[src/design/wfhb_pkg.sv]
// Shared types and constants of the weighted frame history blender.
// No dependencies; imported by every module of the block.
package wfhb_pkg;

  localparam int unsigned FramePixBits = 16;
  localparam int unsigned SlotBits     = 3;
  localparam int unsigned AddrBits     = SlotBits + FramePixBits;
  localparam int unsigned WeightFrac   = 4;
  localparam int unsigned SumBits      = 15;
  localparam int unsigned TotalBits    = 11;
  localparam int unsigned DivdBits     = SumBits + WeightFrac;
  localparam int unsigned DivStepBits  = 5;

  localparam logic [3:0]  HistMin      = 4'd2;
  localparam logic [3:0]  HistMax      = 4'd8;
  localparam logic [63:0] WeightReset  = 64'h1010_1010_1010_1010;
  localparam logic [7:0]  ByteMax      = 8'hFF;

  localparam logic [1:0] OpPush   = 2'd0;
  localparam logic [1:0] OpBlend  = 2'd1;
  localparam logic [1:0] OpStored = 2'd2;
  localparam logic [1:0] OpIgnore = 2'd3;

  localparam logic [1:0] CfgHistSize = 2'd0;
  localparam logic [1:0] CfgBlendEn  = 2'd1;
  localparam logic [1:0] CfgWeights  = 2'd2;

  localparam logic [1:0] StatOk      = 2'd0;
  localparam logic [1:0] StatNoFrame = 2'd1;
  localparam logic [1:0] StatZeroWgt = 2'd2;

  typedef struct packed {
    logic                en;
    logic [AddrBits-1:0] addr;
    logic [31:0]         data;
  } wfhb_wr_t;

  typedef struct packed {
    logic                 start;
    logic [DivdBits-1:0]  dividend;
    logic [TotalBits-1:0] divisor;
  } wfhb_div_req_t;

  typedef struct packed {
    logic                done;
    logic [DivdBits-1:0] quotient;
  } wfhb_div_rsp_t;

endpackage

[src/design/wfhb_divider.sv]
// Restoring divider, one quotient bit per cycle.
// Depends on wfhb_pkg for operand widths and request/response types.
module wfhb_divider (
  input  logic                    clk_i,
  input  logic                    rst_ni,
  input  wfhb_pkg::wfhb_div_req_t req_i,
  output wfhb_pkg::wfhb_div_rsp_t rsp_o
);
  import wfhb_pkg::*;

  logic                   busy_q, busy_d;
  logic                   done_q, done_d;
  logic [DivStepBits-1:0] step_q, step_d;
  logic [DivdBits-1:0]    dq_q, dq_d;
  logic [TotalBits-1:0]   rem_q, rem_d;
  logic [TotalBits-1:0]   dvs_q, dvs_d;
  logic [TotalBits:0]     trial;

  always_comb begin
    busy_d = busy_q;
    done_d = 1'b0;
    step_d = step_q;
    dq_d   = dq_q;
    rem_d  = rem_q;
    dvs_d  = dvs_q;
    trial  = {rem_q, dq_q[DivdBits-1]};
    if (req_i.start) begin
      busy_d = 1'b1;
      step_d = '0;
      dq_d   = req_i.dividend;
      rem_d  = '0;
      dvs_d  = req_i.divisor;
    end else if (busy_q) begin
      // shift in the next dividend bit, subtract when it fits
      if (trial >= {1'b0, dvs_q}) begin
        rem_d = TotalBits'(trial - {1'b0, dvs_q});
        dq_d  = {dq_q[DivdBits-2:0], 1'b1};
      end else begin
        rem_d = trial[TotalBits-1:0];
        dq_d  = {dq_q[DivdBits-2:0], 1'b0};
      end
      step_d = step_q + 1'b1;
      if (step_q == DivStepBits'(DivdBits - 1)) begin
        busy_d = 1'b0;
        done_d = 1'b1;
      end
    end
  end

  always_ff @(posedge clk_i or negedge rst_ni) begin
    if (!rst_ni) begin
      busy_q <= 1'b0;
      done_q <= 1'b0;
      step_q <= '0;
    end else begin
      busy_q <= busy_d;
      done_q <= done_d;
      step_q <= step_d;
    end
  end

  always_ff @(posedge clk_i) begin
    dq_q  <= dq_d;
    rem_q <= rem_d;
    dvs_q <= dvs_d;
  end

  assign rsp_o.done     = done_q;
  assign rsp_o.quotient = dq_q;

endmodule

[config.mk]
export PLATFORM = sky130hd
export DESIGN_NAME = wfhb_divider
export DESIGN_NICKNAME = d
export VERILOG_FILES = /design/src/design/wfhb_pkg.sv /design/src/design/wfhb_divider.sv
export SDC_FILE = /design/constraint.sdc
export NUM_CORES = 1
export LEC_CHECK = 0
export ABC_AREA = 1
export BUFFER_PORTS_ARGS = -buffer_cell sky130_fd_sc_hd__buf_2
export CORE_MARGIN = 2
export CORE_UTILIZATION = 55
export CTS_CLUSTER_SIZE = 8
export DETAILED_ROUTE_END_ITERATION = 8
export PLACE_DENSITY_LB_ADDON = 0.3
export SLEW_MARGIN = 20
export SYNTH_ARGS = -nofsm -noshare
export SYNTH_HDL_FRONTEND = slang
export SYNTH_SLANG_ARGS = --single-unit
export TNS_END_PERCENT = 20
[constraint.sdc]
create_clock -name clk_i -period 2.3 [get_ports clk_i]
set_input_delay 0.23 -clock clk_i [delete_from_list [all_inputs] [get_ports clk_i]]
set_output_delay 0.23 -clock clk_i [all_outputs]
set_load 0.1 [all_outputs]
==> flow_metrics.py, run 1 <==
metrics = {
    "cts": {
        "cts_made_buffers": 5,
        "cts-root-buf": "clkbuf_8",
        "ctsLongestPathBuffers": 2,
        "cts_tree": "yes",
        "cts_setup_buffers": 0,
        "htreeDepth": 2,
        "cts.sinks": 48,
        "clk_transition_reported_paths_ns": 0.08,
        "clk-insertion-delay-late_ns": 0.29,
    },
    "floorplan": {
        "core_area_um2": 4790,
        "ios": 53,
        "dieHeight_um": 74.9,
        "initial_utilization_pct": 57.7,
        "die_area_um2": 5600,
        "fp-row-count": 25,
        "die_w_um": 74.9,
    },
    "setup_path": {
        "worstSetupPathType": "flop to flop",
        "crit_chain": "inv_1 > ha_2 > fa_2 > inv_2 > nand3_2 > nand3_2 > nand2_2 > nand4_4 > nand2_1 > nand2_1",
        "critical_path_required_ns": 2.35,
        "cp-end-kind": "flop",
        "path_max_fanout": 12,
        "cpPeakStageDelay_ns": 0.39,
        "worstSetupStartpointType": "flop",
        "rr_worst_depth": 10,
        "crit_arrival_ns": 2.10,
        "crit_slowest_cell": "edfxtp_1",
    },
    "timing": {
        "final.setup.tns_ns": 0,
        "finalHoldViolCount": 0,
        "post-route-min-period_ns": 2.04,
        "holdWs_ns": 0.110,
        "skew_ns": 0.00688,
        "slew_headroom_pct": 47.2,
        "drv_slew": 0,
        "max_freq_mhz": 489,
        "tightest_slew_ns": 0.789,
        "final-setup-viol-count": 0,
        "rsz0062_at_grt": "no",
        "timing.final.crit_share_pct": 88.8,
    },
    "synthesis": {
        "synth_async_sr_flop_share_pct": 14.6,
        "synth.cells.most_frequent": "nand2_1 (131), inv_1 (49), edfxtp_1 (30)",
        "synth_edf_count": 30,
        "synth.area.top_cells": "edfxtp_1 (33%), nand2_1 (18%), dfxtp_1 (8.0%)",
        "synth_top_area_share_pct": 32.6,
        "avgSynthCellArea_um2": 8.05,
        "netlist_instances": 343,
        "synth_top_area_cell": "edfxtp_1",
        "syn_area_um2": 2760,
        "ys_ff_latch": 48,
        "syn_nets": 390,
        "yosysSeqAreaShare_pct": 46.9,
        "yosysWarnings": 0,
        "synth.distinct_cells": 32,
        "yosysMostFrequentCell": "nand2_1",
        "ys.flop_type": "edfxtp_1",
    },
    "finish": {
        "nFillCells": 398,
        "area_growth_syn_to_layout_pct": 15.3,
        "nNetsFinal": 441,
        "final_cell_area_um2": 3180,
        "layout-drive-gt1-share_pct": 21.8,
        "diodes": 0,
    },
    "route": {
        "postRouteAntennaNets": 0,
        "drt-wirelength-per-cell_um": 12.3,
        "remaining_drc_errors": 0,
        "wirelength_mm": 5.68,
        "vias_per_cell": 4.95,
        "dr.pass1.iters": 4,
        "vias": 2289,
        "drt_iter0_markers": 156,
    },
    "status": {
        "status": "complete, no violations",
    },
    "place": {
        "portBuffers": 52,
        "place.gp.congestion": 0.892,
        "dp_hpwl_mm": 4.39,
        "placed_cell_area_um2": 3070,
    },
    "grt": {
        "grt_util_all_layers_pct": 22.7,
        "first_global_vias": 2160,
        "grt_start_max_net_pins": 36,
        "grt.overflow.total": 0,
        "grt_pass1_wl_mm": 9.54,
        "antenna_found_initial": 0,
    },
    "run": {
        "maxCapViolCount": 0,
    },
    "power_and_ir_drop": {
        "powerDensity_nw_per_um2": 1070,
        "leakage_nw": 1.67,
        "peakVddDrop_mv": 0.574,
    },
    "worst_hold_path": {
        "holdCritPathClass": "primary input to flop",
        "worstHoldPathCells": 1,
    },
}
[what timing repair did]
item	4_1_cts	5_1_grt
hold buffers	1	0
endpoints found under the hold margin	7	0
resized for setup	0	0
[metal layers]
metal / global-route usage, % / wire (um)
met5: 0 / 0
met4: 8.93 / 99
met3: 4.28 / 312
met2: 36.4 / 2650
met1: 30.6 / 2620
[sequential cells by signal, summed over array words and instances, names as in the netlist]
signal / count
dq_q: 19
dvs_q: 11
done_q: 1
rem_q: 11
step_q: 5
busy_q: 1
[power breakdown]
part / total (mW) / internal, mW / switching, mW
registers: 1.17 / 1.07 / 0.105
logic: 1.66 / 0.532 / 1.13
clock network: 0.585 / 0.323 / 0.262
total: 3.42 / 1.93 / 1.50
[logic make-up after synthesis]
kind of cell / after synthesis / synth area share (%)
buffers and inverters: 63 / 9.70
AO/OA/AOI/OAI: 11 / 2.22
adder cells (fa/ha/maj): 14 / 6.62
AND/OR/NAND/NOR: 204 / 33.6
XOR/XNOR: 3 / 0.952
flip-flops: 48 / 46.9
[final timing paths]
check	from	to	slack, ns
max	dq_q[18]$_DFFE_PP_	dq_q[0]$_DFFE_PP_	0.26
min	req_i[6]	dvs_q[6]$_DFFE_PP_	0.11
max reg2reg	dq_q[18]$_DFFE_PP_	dq_q[0]$_DFFE_PP_	0.26
min reg2reg	rem_q[10]$_SDFFE_PP0P_	rem_q[10]$_SDFFE_PP0P_	0.47
max in group asynchronous	rst_ni	step_q[0]$_DFFE_PN0P_	1.85
min in group asynchronous	rst_ni	step_q[4]$_DFFE_PN0P_	0.29
[critical path: cells and delay by family (launching register included)]
| kind | cells | cell delay, ns |
|---|---|---|
| flops | 1 | 0.39 |
| buf+inv | 2 | 0.14 |
| simple gates | 6 | 0.86 |
| fa+ha+maj | 2 | 0.42 |
[layout by cell type (no fill, tap or decap), drive strengths merged]
cell / instances
buf: 55
and2: 1
nand3: 31
or2: 1
xnor2: 2
o31ai: 1
bufinv: 1
edfxtp: 30
inv: 51
ha: 13
o21ai: 3
a21oi: 7
clkinv: 1
dfxtp: 11
xor2: 1
nand4: 16
dfrtp: 7
nand2: 137
clkbuf: 6
nor2: 14
fa: 1
dlygate4sd3: 1
nor3b: 1
nor3: 3
[metrics by stage]
step	cells	total power [mW]	utilization, %	worst slack (ns)
2_1_floorplan	343	2.58	-	-0.108
3_3_place_gp	453	2.81	64.1	0.366
3_5_place_dp	453	2.84	64.1	0.269
4_1_cts	462	3.43	66.5	0.265
5_1_grt	462	3.67	66.5	0.0865
6_report	462	3.42	66.5	0.257
[cell type report]
| cell class | instances | area, um^2 | share of cell area [%] |
|---|---|---|---|
| flip-flops and latches | 48 | 1300 | 40.7 |
| clock inverters | 2 | 35.0 | 1.10 |
| repair buffers | 56 | 293 | 9.19 |
| well taps | 67 | 83.8 | 2.63 |
| clock buffers | 6 | 72.6 | 2.28 |
| multi-input cells | 232 | 1210 | 38.1 |
| inverters | 51 | 191 | 6.01 |
(Power assumes the default switching activity.)
==> inputs of run 2 (changes only) <==
--- a/config.mk
+++ b/config.mk
@@ -7,8 +7,10 @@
 export LEC_CHECK = 0
 export ABC_AREA = 1
 export BUFFER_PORTS_ARGS = -buffer_cell sky130_fd_sc_hd__buf_2
+export CELL_PAD_IN_SITES_DETAIL_PLACEMENT = 1
+export CELL_PAD_IN_SITES_GLOBAL_PLACEMENT = 2
 export CORE_MARGIN = 2
-export CORE_UTILIZATION = 55
+export CORE_UTILIZATION = 32
 export CTS_CLUSTER_SIZE = 8
 export DETAILED_ROUTE_END_ITERATION = 8
 export PLACE_DENSITY_LB_ADDON = 0.3
==> run 2 against run 1 <==
Largest cell class unchanged. Sequential power is essentially flat. Non-clock buffer count grew 1. Final area grew 1.7%. Clock-buffer cell count grew 1. Flip-flop and latch count is the same. First-iteration DRC count shrank 47%. Final cell count grew 8.4%. Global-route usage shrank 7.1 points. Critical endpoint unchanged. Core utilization shrank 28 points. Critical path type unchanged. Fmax is essentially flat. Die area grew 68%. Setup slack lost 0.0015 ns.
==> flow_metrics.py, run 2 (same netlist as run 1, synthesis figures left out) <==
metrics = {
    "worst_hold_path": {
        "holdCritPathClass": "primary input to flop",
        "min_from": "req_i[0]",
    },
    "grt": {
        "grt_util_all_layers_pct": 15.6,
        "grt.overflow.total": 0,
        "antenna_found_initial": 0,
        "first_global_vias": 2465,
        "grt_pass1_wl_mm": 12.1,
        "grt_start_max_net_pins": 32,
    },
    "setup_path": {
        "critical_path_required_ns": 2.35,
        "cp_top_family": "simple AND/OR/NAND/NOR gates",
        "cpPeakStageDelay_ns": 0.40,
        "crit_chain": "inv_1 > ha_2 > fa_2 > inv_2 > nand3_2 > nand3_2 > nand2_2 > nand4_4 > nand2_1 > nand2_1",
        "crit_start": "dq_q[18]$_DFFE_PP_",
        "crit_arrival_ns": 2.10,
        "cp-end-kind": "flop",
        "worstSetupPathType": "flop to flop",
        "path_buf_inv": 2,
        "path_max_fanout": 12,
        "r2r-start": "dq_q[18]$_DFFE_PP_",
        "crit_slowest_cell": "edfxtp_1",
        "worstSetupStartpointType": "flop",
    },
    "route": {
        "vias_per_cell": 4.70,
        "dr.pass1.iters": 4,
        "drt_iter0_markers": 83,
        "remaining_drc_errors": 0,
        "vias": 2355,
        "drt-wirelength-per-cell_um": 13.9,
        "wirelength_mm": 6.95,
        "postRouteAntennaNets": 0,
    },
    "cts": {
        "cts_made_buffers": 5,
        "cts-resized-gates": 0,
        "htreeDepth": 2,
        "cts.sinks": 48,
        "ctsLongestPathBuffers": 2,
        "cts-root-buf": "clkbuf_8",
        "cts_tree": "yes",
        "clk_transition_reported_paths_ns": 0.09,
        "clk-insertion-delay-late_ns": 0.29,
    },
    "timing": {
        "max_freq_mhz": 489,
        "skew_ns": 0.00771,
        "tightest_slew_ns": 0.859,
        "rsz0062_at_grt": "no",
        "drv_slew": 0,
        "finalHoldViolCount": 0,
        "holdWs_ns": 0.104,
        "final-setup-viol-count": 0,
        "timing.final.crit_share_pct": 88.9,
        "slew_headroom_pct": 42.5,
        "post-route-min-period_ns": 2.04,
    },
    "floorplan": {
        "initial_utilization_pct": 33.3,
        "dieHeight_um": 96.9,
        "fp-row-count": 33,
        "die_area_um2": 9390,
        "die_w_um": 96.9,
        "core_area_um2": 8300,
        "ios": 53,
    },
    "finish": {
        "final_cells": 501,
        "area_growth_syn_to_layout_pct": 17.3,
        "nNetsFinal": 442,
        "largest_register_ff_count": 19,
        "layout-drive-gt1-share_pct": 21.7,
        "top_regs": "dq_q (19), dvs_q (11), rem_q (11)",
        "diodes": 0,
        "seq_area_um2": 1300,
        "nFillCells": 1028,
        "final_common_cell": "nand2_1",
        "largest-register": "dq_q",
        "multiInputGateArea_um2": 1210,
        "final_cell_mix": "nand2_1 (131), buf_2 (52), inv_1 (48)",
    },
    "power_and_ir_drop": {
        "powerDensity_nw_per_um2": 1070,
        "finalPower_mw": 3.48,
        "leakage_nw": 1.67,
        "peakVddDrop_mv": 0.346,
    },
    "place": {
        "place_inst": 492,
        "portBuffers": 52,
        "dp_hpwl_mm": 5.49,
        "place.gp.congestion": 0.754,
    },
    "run": {
        "maxCapViolCount": 0,
    },
    "status": {
        "status": "complete, no violations",
    },
}
-- run 2: cell count changes in the layout (fill, tap and decap cells not counted), sizes merged --
cell	delta
buf	+1
clkinv	-1
clkbuf	+1
-- run 2: layout make-up --
cell class | instances | area share, %
timing repair buffer | 57 | 9.27
clock inverter | 1 | 0.927
tap | 105 | 4.06
multi-input combinational | 232 | 37.4
clock buffer | 7 | 2.36
sequential | 48 | 40.0
inverter | 51 | 5.91
-- run 2: timing repair --
item                                    in CTS  in global routing
setup buffers                                0                  0
hold buffers                                 1                  0
endpoints found under the setup margin       0                  0
endpoints found under the hold margin        7                  0
-- run 2: worst reg2reg max path: stages, from the launching register on --
cell      delay (ns)
edfxtp_1        0.40
inv_1           0.09
ha_2            0.20
fa_2            0.22
inv_2           0.05
nand3_2         0.05
nand3_2         0.11
nand2_2         0.25
nand4_4         0.27
nand2_1         0.12
nand2_1         0.06
-- run 2: final timing paths --
kind | end | slack [ns] | cells past startpoint
worst max-delay path | dq_q[0]$_DFFE_PP_ | 0.26 | 10
max in group asynchronous | step_q[0]$_DFFE_PN0P_ | 1.83 | 2
worst min register to register | rem_q[10]$_SDFFE_PP0P_ | 0.49 | 2
worst max register to register | dq_q[0]$_DFFE_PP_ | 0.26 | 10
min in group asynchronous | busy_q$_DFF_PN0_ | 0.30 | 2
worst min-delay path | dvs_q[0]$_DFFE_PP_ | 0.10 | 1
-- run 2: metrics by stage --
stage                     setup WS, ns  setup TNS [ns]  util, %  cell area [um^2]
after global placement           0.344               0     37.6              3120
after CTS                        0.242               0     39.0              3240
after global routing            0.0630               0     39.0              3240
final                            0.255               0     39.0              3240
after detailed placement         0.257               0     37.6              3120
after floorplan                 -0.108           -1.07        -              2780
-- run 2: power by group --
| group | total, mW | leakage [nW] | internal, mW | switching, mW |
|---|---|---|---|---|
| sequential | 1.18 | 0.498 | 1.07 | 0.110 |
| combinational | 1.70 | 1.12 | 0.537 | 1.17 |
| clock | 0.596 | 0.0524 | 0.326 | 0.271 |
| total | 3.48 | 1.67 | 1.93 | 1.55 |
-- run 2: routing by layer --
layer  GRT usage [%]  part of all wire, %  wire length [um]
met2            26.1                   46              3220
met4            4.23                  1.1                79
met3            3.32                  4.3               298
met1            20.4                   48              3350
met5               0                    0                 0
